--- src/rtl/assert_macros.svh ---
// Assertion macros shared by the RTL that checks itself.
// Depends on clk_i and rst_ni being visible where a macro is used.
`ifndef ASSERT_MACROS_SVH
`define ASSERT_MACROS_SVH

// Check a property on every rising edge outside reset.
`define KPC_ASSERT(label, prop, msg) \
  label: assert property (@(posedge clk_i) disable iff (!rst_ni) (prop)) else $error(msg);

// Check a property on every rising edge, reset included.
`define KPC_ASSERT_ALWAYS(label, prop, msg) \
  label: assert property (@(posedge clk_i) (prop)) else $error(msg);

`endif

--- src/rtl/kpc_pkg.sv ---
// Package for the key press classifier: widths, codes, register indexes and
// the configuration and state structs. No dependencies.
package kpc_pkg;

  localparam int unsigned CodeW    = 8;
  localparam int unsigned HoldW    = 16;
  localparam int unsigned RelW     = 8;
  localparam int unsigned RelLimW  = 7;
  localparam int unsigned DebW     = 8;
  localparam int unsigned CfgIdxW  = 3;
  localparam int unsigned CfgDataW = 16;

  typedef enum logic [1:0] {
    ACT_SCAN   = 2'd0,
    ACT_REMOTE = 2'd1,
    ACT_ACK    = 2'd2
  } action_e;

  localparam logic [CfgIdxW-1:0] CFG_DEBOUNCE    = 3'd0;
  localparam logic [CfgIdxW-1:0] CFG_LONG_PRESS  = 3'd1;
  localparam logic [CfgIdxW-1:0] CFG_RELEASE     = 3'd2;
  localparam logic [CfgIdxW-1:0] CFG_SHORT_CODE  = 3'd3;
  localparam logic [CfgIdxW-1:0] CFG_LONG_CODE   = 3'd4;
  localparam logic [CfgIdxW-1:0] CFG_REMOTE_STOP = 3'd5;
  localparam logic [CfgIdxW-1:0] CFG_COMBINED    = 3'd6;

  localparam logic [RelW-1:0] RELEASE_PARK = 8'd100;

  typedef struct packed {
    logic [DebW-1:0]    debounce_ticks;
    logic [HoldW-1:0]   long_press_ticks;
    logic [RelLimW-1:0] release_ticks;
    logic [CodeW-1:0]   short_code;
    logic [CodeW-1:0]   long_code;
    logic [CodeW-1:0]   remote_stop_code;
    logic [CodeW-1:0]   combined_code;
  } kpc_cfg_t;

  typedef struct packed {
    logic [CodeW-1:0] current_code;
    logic             handled;
    logic             sample_now;
    logic             sample_prev;
    logic [HoldW-1:0] hold_count;
    logic [RelW-1:0]  release_count;
    logic             short_armed;
  } kpc_state_t;

endpackage

--- src/rtl/kpc_cfg.sv ---
// Configuration register file of the key press classifier.
// Depends on kpc_pkg.
module kpc_cfg
  import kpc_pkg::*;
(
  input  logic                clk_i,
  input  logic                rst_ni,
  input  logic                cfg_we_i,
  input  logic [CfgIdxW-1:0]  cfg_index_i,
  input  logic [CfgDataW-1:0] cfg_wdata_i,
  output kpc_cfg_t            cfg_o
);

  kpc_cfg_t cfg_q;

  always_ff @(posedge clk_i or negedge rst_ni) begin
    if (!rst_ni) begin
      cfg_q.debounce_ticks   <= 8'd6;
      cfg_q.long_press_ticks <= 16'd450;
      cfg_q.release_ticks    <= 7'd19;
      cfg_q.short_code       <= 8'd1;
      cfg_q.long_code        <= 8'd2;
      cfg_q.remote_stop_code <= 8'd3;
      cfg_q.combined_code    <= 8'd4;
    end else if (cfg_we_i) begin
      case (cfg_index_i)
        CFG_DEBOUNCE:    cfg_q.debounce_ticks   <= cfg_wdata_i[DebW-1:0];
        CFG_LONG_PRESS:  cfg_q.long_press_ticks <= cfg_wdata_i[HoldW-1:0];
        CFG_RELEASE:     cfg_q.release_ticks    <= cfg_wdata_i[RelLimW-1:0];
        CFG_SHORT_CODE:  cfg_q.short_code       <= cfg_wdata_i[CodeW-1:0];
        CFG_LONG_CODE:   cfg_q.long_code        <= cfg_wdata_i[CodeW-1:0];
        CFG_REMOTE_STOP: cfg_q.remote_stop_code <= cfg_wdata_i[CodeW-1:0];
        CFG_COMBINED:    cfg_q.combined_code    <= cfg_wdata_i[CodeW-1:0];
        default: ;
      endcase
    end
  end

  assign cfg_o = cfg_q;

endmodule

--- src/rtl/kpc_update.sv ---
// Next-state logic of the key press classifier for one item.
// Depends on kpc_pkg.
module kpc_update
  import kpc_pkg::*;
(
  input  kpc_cfg_t         cfg_i,
  input  kpc_state_t       state_i,
  input  logic [1:0]       action_i,
  input  logic             button_down_i,
  input  logic [CodeW-1:0] remote_code_i,
  output kpc_state_t       state_o
);

  kpc_state_t       nxt;
  logic             frozen;
  logic [HoldW-1:0] hold_inc;
  logic [RelW-1:0]  rel_inc;

  always_comb begin
    nxt      = state_i;
    frozen   = (state_i.current_code != '0) && !state_i.handled;
    hold_inc = (state_i.hold_count != '1) ? state_i.hold_count + 16'd1
                                          : state_i.hold_count;
    rel_inc  = state_i.release_count + 8'd1;
    case (action_i)
      ACT_SCAN: begin
        // Hold everything while a code waits for its acknowledge
        if (!frozen) begin
          nxt.sample_prev = state_i.sample_now;
          nxt.sample_now  = button_down_i;
          if (button_down_i && state_i.sample_now) begin
            nxt.hold_count    = hold_inc;
            nxt.release_count = '0;
            if (hold_inc >= {8'd0, cfg_i.debounce_ticks}) begin
              if (hold_inc > cfg_i.long_press_ticks) begin
                nxt.current_code = cfg_i.long_code;
                nxt.hold_count   = '0;
                nxt.short_armed  = 1'b0;
              end else begin
                nxt.short_armed = 1'b1;
              end
            end
          end else if (!button_down_i) begin
            if (state_i.short_armed) begin
              nxt.current_code = cfg_i.short_code;
              nxt.short_armed  = 1'b0;
            end else begin
              nxt.hold_count    = '0;
              nxt.release_count = rel_inc;
              if (rel_inc > {1'b0, cfg_i.release_ticks}) begin
                nxt.release_count = RELEASE_PARK;
                nxt.handled       = 1'b0;
                nxt.current_code  = '0;
              end
            end
          end
        end
      end
      ACT_REMOTE: begin
        if ((state_i.current_code == '0) && !state_i.sample_now) begin
          nxt.current_code = remote_code_i;
          if (remote_code_i != '0) begin
            nxt.handled = 1'b0;
          end
        end else if (remote_code_i == cfg_i.remote_stop_code) begin
          nxt.handled      = 1'b0;
          nxt.current_code = cfg_i.combined_code;
        end
      end
      ACT_ACK: begin
        nxt.handled = 1'b1;
      end
      default: ;
    endcase
    state_o = nxt;
  end

endmodule

--- src/rtl/key_press_classifier.sv ---
// Top level of the key press classifier: input register, state update and
// result register. Depends on kpc_pkg, kpc_cfg, kpc_update, assert_macros.svh.
//
//  channel | direction | handshake                | payload
//  --------+-----------+--------------------------+------------------------------------
//  in      | sink      | in_valid_i / in_stall_o  | action_i, button_down_i, remote_code_i
//  out     | source    | out_valid_o / out_stall_i| key_code_o, pending_o
//  cfg     | sink      | cfg_we_i                 | cfg_index_i, cfg_wdata_i
//
// One item per clock cycle sustained while the result side does not stall; each
// result passes through the input register, then the result register, on its way
// to the outputs. The state update is combinational compare-and-count logic, so
// a new item can follow the last one without a gap.
// Reset clears the handshake, the classifier state and the configuration to
// its defaults. A stall on the result side holds the result register and
// backs up into the input register; no item is dropped or repeated.
`include "assert_macros.svh"

module key_press_classifier
  import kpc_pkg::*;
(
  input  logic                clk_i,
  input  logic                rst_ni,
  // input items
  input  logic                in_valid_i,
  output logic                in_stall_o,
  input  logic [1:0]          action_i,
  input  logic                button_down_i,
  input  logic [CodeW-1:0]    remote_code_i,
  // results
  output logic                out_valid_o,
  input  logic                out_stall_i,
  output logic [CodeW-1:0]    key_code_o,
  output logic                pending_o,
  // configuration writes
  input  logic                cfg_we_i,
  input  logic [CfgIdxW-1:0]  cfg_index_i,
  input  logic [CfgDataW-1:0] cfg_wdata_i
);

  kpc_cfg_t cfg;

  // Input register
  logic             in_valid_q;
  logic [1:0]       action_q;
  logic             button_q;
  logic [CodeW-1:0] remote_q;

  // Classifier state
  kpc_state_t state_q, state_d;

  // Result register
  logic             out_valid_q;
  logic [CodeW-1:0] key_code_q;
  logic             pending_q;

  logic out_free;     // result register can take a new result this cycle
  logic advance;      // item moves from input register through the update
  logic in_take;      // new item accepted into the input register
  logic scan_frozen;  // advancing scan meets a code awaiting its acknowledge

  assign out_free   = !out_valid_q || !out_stall_i;
  assign advance    = in_valid_q && out_free;
  assign in_stall_o = in_valid_q && !out_free;
  assign in_take    = in_valid_i && !in_stall_o;

  kpc_cfg u_cfg (
    .clk_i       (clk_i),
    .rst_ni      (rst_ni),
    .cfg_we_i    (cfg_we_i),
    .cfg_index_i (cfg_index_i),
    .cfg_wdata_i (cfg_wdata_i),
    .cfg_o       (cfg)
  );

  kpc_update u_update (
    .cfg_i         (cfg),
    .state_i       (state_q),
    .action_i      (action_q),
    .button_down_i (button_q),
    .remote_code_i (remote_q),
    .state_o       (state_d)
  );

  // Input register: fill when accepted, drain when the item advances
  always_ff @(posedge clk_i or negedge rst_ni) begin
    if (!rst_ni) begin
      in_valid_q <= 1'b0;
    end else if (in_take) begin
      in_valid_q <= 1'b1;
    end else if (advance) begin
      in_valid_q <= 1'b0;
    end
  end

  always_ff @(posedge clk_i) begin
    if (in_take) begin
      action_q <= action_i;
      button_q <= button_down_i;
      remote_q <= remote_code_i;
    end
  end

  // Classifier state: update only as an item advances
  always_ff @(posedge clk_i or negedge rst_ni) begin
    if (!rst_ni) begin
      state_q <= '0;
    end else if (advance) begin
      state_q <= state_d;
    end
  end

  // Result register: report the state after the update
  always_ff @(posedge clk_i or negedge rst_ni) begin
    if (!rst_ni) begin
      out_valid_q <= 1'b0;
    end else if (out_free) begin
      out_valid_q <= advance;
    end
  end

  always_ff @(posedge clk_i) begin
    if (advance) begin
      key_code_q <= state_d.current_code;
      pending_q  <= (state_d.current_code != '0) && !state_d.handled;
    end
  end

  assign out_valid_o = out_valid_q;
  assign key_code_o  = key_code_q;
  assign pending_o   = pending_q;

  assign scan_frozen = advance && (action_q == ACT_SCAN) &&
                       (state_q.current_code != '0) && !state_q.handled;

  // An item held back by a stall stays in the input register
  `KPC_ASSERT(a_hold_input, in_stall_o |=> in_valid_q, "input item lost under stall")
  // A pending result always carries a nonzero code
  `KPC_ASSERT(a_pending_code, out_valid_q && pending_q |-> key_code_q != '0, "pending, no code")
  // A scan while a code awaits its acknowledge leaves the hold count alone
  `KPC_ASSERT(a_frozen_scan, scan_frozen |=> $stable(state_q.hold_count), "scan not frozen")
  // Stall on the input side only ever reflects a full input register
  `KPC_ASSERT_ALWAYS(a_stall_full, in_stall_o |-> in_valid_q, "stall without item")

endmodule

--- config.mk ---
export PLATFORM = sky130hd
export DESIGN_NAME = key_press_classifier
export DESIGN_NICKNAME = d
export VERILOG_FILES = /design/src/rtl/kpc_pkg.sv /design/src/rtl/kpc_cfg.sv /design/src/rtl/kpc_update.sv /design/src/rtl/key_press_classifier.sv
export VERILOG_INCLUDE_DIRS = /design/src /design/src/rtl
export SDC_FILE = /design/constraint.sdc
export NUM_CORES = 1
export LEC_CHECK = 0
export ABC_AREA = 1
export BUFFER_PORTS_ARGS = -buffer_cell sky130_fd_sc_hd__buf_4
export CORE_MARGIN = 10
export CORE_UTILIZATION = 56
export CTS_CLUSTER_DIAMETER = 40
export DETAILED_ROUTE_END_ITERATION = 6
export PLACE_DENSITY = 0.83
export SLEW_MARGIN = 20
export SYNTH_ARGS = -nofsm -noshare
export SYNTH_HDL_FRONTEND = slang
export SYNTH_HIERARCHICAL = 1
export SYNTH_SLANG_ARGS = --single-unit
--- constraint.sdc ---
create_clock -name clk_i -period 3.5 [get_ports clk_i]
set_input_delay 0.7 -clock clk_i [delete_from_list [all_inputs] [get_ports clk_i]]
set_output_delay 0.7 -clock clk_i [all_outputs]
set_load 0.05 [all_outputs]
# Yosys cells after proc, flatten, opt, wreduce, memory -nomap -nowiden
# Cells that the tools add are included.
# classes
add_sub_neg,2
order_cmp,3
n_eq_ne,13
n_mux,25
bitwise_logic,1
n_reduce_logical,32
# op_table
cell,count
25-bit 2-to-1 mux,2
16-bit 2-to-1 mux,3
8-bit 2-to-1 mux,5
36-bit 2-to-1 mux,1
9-bit 2-to-1 mux,4
24-bit 2-to-1 mux,1
8-bit nonzero test,3
16-bit by 1-bit adder with 16-bit output (second input constant),1
16-bit by 8-bit >= comparator with 1-bit output,1
16-bit greater-than comparator,1
16-bit != test (second input constant),1
8-bit case mux with 2 select lines,1
2-bit AND reduction,7
5-bit AND reduction,2
3-bit == test (second input constant),3
8-bit by 1-bit adder with 8-bit output (second input constant),1
8-bit == test,1
8-bit by 7-bit greater-than comparator with 1-bit output,1
8-bit zero test,1
1-bit logical AND,7
1-bit zero test,7
1-bit 2-to-1 mux,7
3-bit by 2-bit == test with 1-bit output (second input constant),2
2-bit by 1-bit != test with 1-bit output (second input constant),2
other kinds (11),11
# word_totals
register_bits,121
input_bits,35
wordCells,97

# Longest topological paths before layout
# depth
depth_word,10
ltp_mapped,29
ltp_nobuf,29

# Hierarchy
# The synthesis kept the hierarchy.
# by_module_without_submodules
module,n_inst,cells_each,area_per_inst_um2,seq_area_each_um2
kpc_update,1,538,2891.5,0.0
kpc_cfg,1,284,2558.7,1594.0
key_press_classifier,1,190,2139.6,1551.5

# Worst setup path after synthesis
# Ideal clock, no wire load.
# synth_timing
kind,register to register
from,register state_q[9] (netlist name)
to,register pending_q (netlist: pending_o) (data pin)
arrival_ps,3160
path_slack_ps,86
stages_incl_launch_ff,29
n_path_buf,0
period_less_slack_ps,3414
path_cell_list,dfrtp_1 ha_1 inv_1 nor2_4 nand2_4 nor2_4 nand2_1 nand2_1 xor2_1 inv_1 ha_1 a21oi_1 nor2_1 nor3b_1 nand2_1 nor2_1 nand3_1 nor2_2 nand2_4 nand4_1 nand3_1 nand3_1 nand2_1 nand2_1 nand2_1 nor2_1 nand2_1 nor2_1 nor2_1
# synth_rtl
item,line_no,source
start: declaration,key_press_classifier.sv:50,"kpc_state_t state_q, state_d;"
start signal: assignment,key_press_classifier.sv:109,state_q <= state_d;
end signal: assignment,key_press_classifier.sv:125,pending_q <= (state_d.current_code != '0) && !state_d.handled;
end: declaration,key_press_classifier.sv:55,logic pending_q;

==> summary by stage <==
Run status
The flow ran to the end, but the final reports show violations. The checks that failed: negative setup slack.

Logic synthesis
The total of warnings raised by yosys is 6. In this run the mean area of a mapped cell was 7.500 sq um. Synthesis produced 1,006 cells. The total standard cell area after synthesis is 7545 sq um. The net count after synthesis is 1,071.

Timing
In the post-route analysis, the smallest setup slack over all paths is -0.2405 ns. The max-slew violation count came to 0. Setup repair after global routing could not meet its margin everywhere. For the pin with the worst max-slew slack, the measured transition is 0.7514 ns. The final worst hold slack is 0.3266 ns. The post-layout minimum cycle time is 3.741 ns. The relative slew slack is 49.91%. Static timing analysis puts the maximum clock frequency at 267.3 MHz. The worst setup skew after layout is 0.008790 ns.

The final critical path takes up 106.9% of the cycle. The final count of negative-setup-slack endpoints is 26. The final number of hold-violating endpoints is 0.

Place
Port buffering added 45 buffers. The total half-perimeter wirelength after legalization and detailed placement is 14,300 um. The final weighted congestion of routability-driven global placement is 0.9532. The post-placement cell area is 8279 sq um.

The pre-CTS setup slack is -0.1311 ns.

Hold path
The type of the most critical hold path is primary input to async pin.

Critical path
The worst setup path is of the flop to flop kind. The category of cells accounting for the largest share of critical-path delay is simple AND/OR/NAND/NOR gates. The worst-path cell with the longest stage delay is sky130_fd_sc_hd__dfrtp_1. The highest cell delay on the worst timing path is 0.36 ns. STA puts the critical path data arrival time at 3.93 ns. Counting stages on the worst path, the most repeated cell is sky130_fd_sc_hd__nand2_1. The number of buffers and inverters on the critical path is 3.

For the worst setup path, the data required time is 3.69 ns. STA classifies the critical path startpoint as a flop. Along the worst path, the maximum fanout reaches 6. The kind of capture point of the worst setup path is a flop.

Cells and area
Of the cells placed in the final design, the portion with a size suffix greater than 1 is 22.21%. The filler cells instantiated in the layout total 1,038. The finished cells cover 9270 sq um. The utilization of the core after routing is 70.00%. The number of antenna repair diodes is 0. The layout net count is 1,173. The area growth from synthesis to final layout is 22.87%.

Floorplanning
The die is 136.1 um wide. The floorplan has 42 rows. The I/O pin total is 46. The area of the die is 18,520 sq um. The initial utilization of the core area, before any placement, comes to 56.97%. Measured along the y axis, the die boundary spans 136.1 um.

The area of the core is 13,240 sq um.

Clocking
Counting the buffers created by CTS gives 17. The number of buffers inserted by hold repair at cts is 0. Clock latency on the worst-skew pair, taken at its later pin, is 0.44 ns. The count of clock tree sinks is 120. The H-tree depth is 4.

Counting along the longest clock path gives a buffer depth of 2. The CTS clock-pin slew for the worst setup and hold paths is 0.06 ns. The clock tree from TritonCTS is built. The clock root buffer is sky130_fd_sc_hd__clkbuf_16.

Pwr
In this run the power density over the cells is 619.7 nW/um^2. For this design the static power due to leakage is 4.790 nW. The maximum vdd drop is 0.4716 mV.

Global routing
The all-layer global routing usage is 22.76%. The first global-routing pass estimated 33,820 um of wire. The total overflow left after global routing is 0. The maximum number of pins on one net before global-route repair is 60.

The initial antenna violation count came to 0. The via count of the first global-routing pass was 6,681.

Flow run
The number of violations of the max-capacitance limit is 0.

Routing
In the routed design, unresolved DRC markers number 0. The first detailed-routing pass took 6 iterations. The average via count per standard cell is 5.702.

The count of vias placed by the detailed router is 7,396. Once detail routing completed, the nets flagged for antenna violations numbered 0. The sum of routed wire length over all layers is 21,530 um. The number of DRC violations after detailed-routing iteration 0 is 775.

After detailed routing, the average wire length per cell comes to 16.60 um.
## stage by stage
stage / setup TNS (ns) / total power [W] / instances
after floorplan: 0 / 0.003134 / 1006
after global placement: -0.009676 / 0.003659 / 1247
after detailed placement: -1.248 / 0.003706 / 1247
after CTS: -0.07787 / 0.005535 / 1282
after global routing: -7.968 / 0.006063 / 1297
final: -2.857 / 0.005744 / 1297
## flip-flops by register name, summed over array words and instances, names as in the netlist
signal and cells:
action_q 2, in_valid_q 1, button_q 1, u_cfg/cfg_o 63
key_code_o 8, out_valid_o 1, remote_q 8, pending_o 1
state_q 35
## worst paths after layout
check	slack, ns	end	cells after the start	start
max in group asynchronous	2.45	u_cfg/cfg_o[47]$_DFFE_PN1P_	2	rst_ni
max	-0.24	pending_o$_DFFE_PP_	26	state_q[10]$_DFFE_PN0P_
min reg2reg	0.47	u_cfg/cfg_o[40]$_DFFE_PN1P_	2	u_cfg/cfg_o[40]$_DFFE_PN1P_
min in group clk_i	0.44	remote_q[3]$_DFFE_PP_	1	remote_code_i[3]
min	0.33	u_cfg/cfg_o[58]$_DFFE_PN0P_	1	rst_ni
max reg2reg	-0.24	pending_o$_DFFE_PP_	26	state_q[10]$_DFFE_PN0P_
## per-layer routing
metal / part of all wire, % / wire [um] / vias up / track usage, %
li1: - / - / 3451 / -
met1: 43 / 9285 / 3442 / 32.34
met2: 44 / 9580 / 424 / 33.02
met3: 9.3 / 2006 / 79 / 5.572
met4: 3.1 / 657 / 0 / 7.811
met5: 0 / 0 / - / 0
## cell usage in the layout (no fill, tap or decap), types with 3 or more instances in the layout
master / n
sky130_fd_sc_hd__nor2_4: 6
sky130_fd_sc_hd__inv_6: 5
sky130_fd_sc_hd__nor2_2: 7
sky130_fd_sc_hd__xor2_1: 13
sky130_fd_sc_hd__inv_2: 7
sky130_fd_sc_hd__nor4_1: 5
sky130_fd_sc_hd__o22ai_1: 8
sky130_fd_sc_hd__nand3_4: 3
sky130_fd_sc_hd__buf_12: 4
sky130_fd_sc_hd__nand3_1: 77
sky130_fd_sc_hd__dfrtp_1: 84
sky130_fd_sc_hd__nand2_2: 28
sky130_fd_sc_hd__bufinv_16: 3
sky130_fd_sc_hd__o22ai_2: 10
sky130_fd_sc_hd__nor3_1: 4
sky130_fd_sc_hd__nand2_4: 10
sky130_fd_sc_hd__ha_1: 27
sky130_fd_sc_hd__o21ai_2: 3
sky130_fd_sc_hd__dfstp_2: 14
sky130_fd_sc_hd__nand2_1: 384
sky130_fd_sc_hd__buf_6: 9
sky130_fd_sc_hd__o21ai_0: 25
sky130_fd_sc_hd__nand3_2: 6
sky130_fd_sc_hd__edfxtp_1: 20
sky130_fd_sc_hd__inv_1: 106
sky130_fd_sc_hd__clkbuf_16: 17
sky130_fd_sc_hd__nor2_1: 51
sky130_fd_sc_hd__buf_4: 92
sky130_fd_sc_hd__a21oi_1: 22
sky130_fd_sc_hd__o211ai_1: 4
sky130_fd_sc_hd__nand4_1: 19
## power by group
part           leakage (nW)  switching [W]  internal [W]
Clock                 0.289       0.000690       0.00113
Combinational          3.05        0.00116      0.000748
Sequential             1.45       0.000295       0.00173
## final cells by class
class	count	area [sq um]	share of cell area (%)
Sequential cell	120	3123	33.69
Clock buffer	19	432.9	4.670
Clock inverter	13	167.7	1.809
Multi-Input combinational cell	749	4020	43.37
Tap cell	176	220.2	2.375
Inverter	115	434.2	4.683
Timing Repair Buffer	105	872.1	9.407
## timing repair
action,CTS,global route
setup buffers,3,16
endpoints found under the setup margin,29,34
gates cloned,0,1
gates resized for setup,4,59
endpoints found under the hold margin,0,0
pin swaps,2,40
No activity file was read; power rests on OpenSTA's default activity.
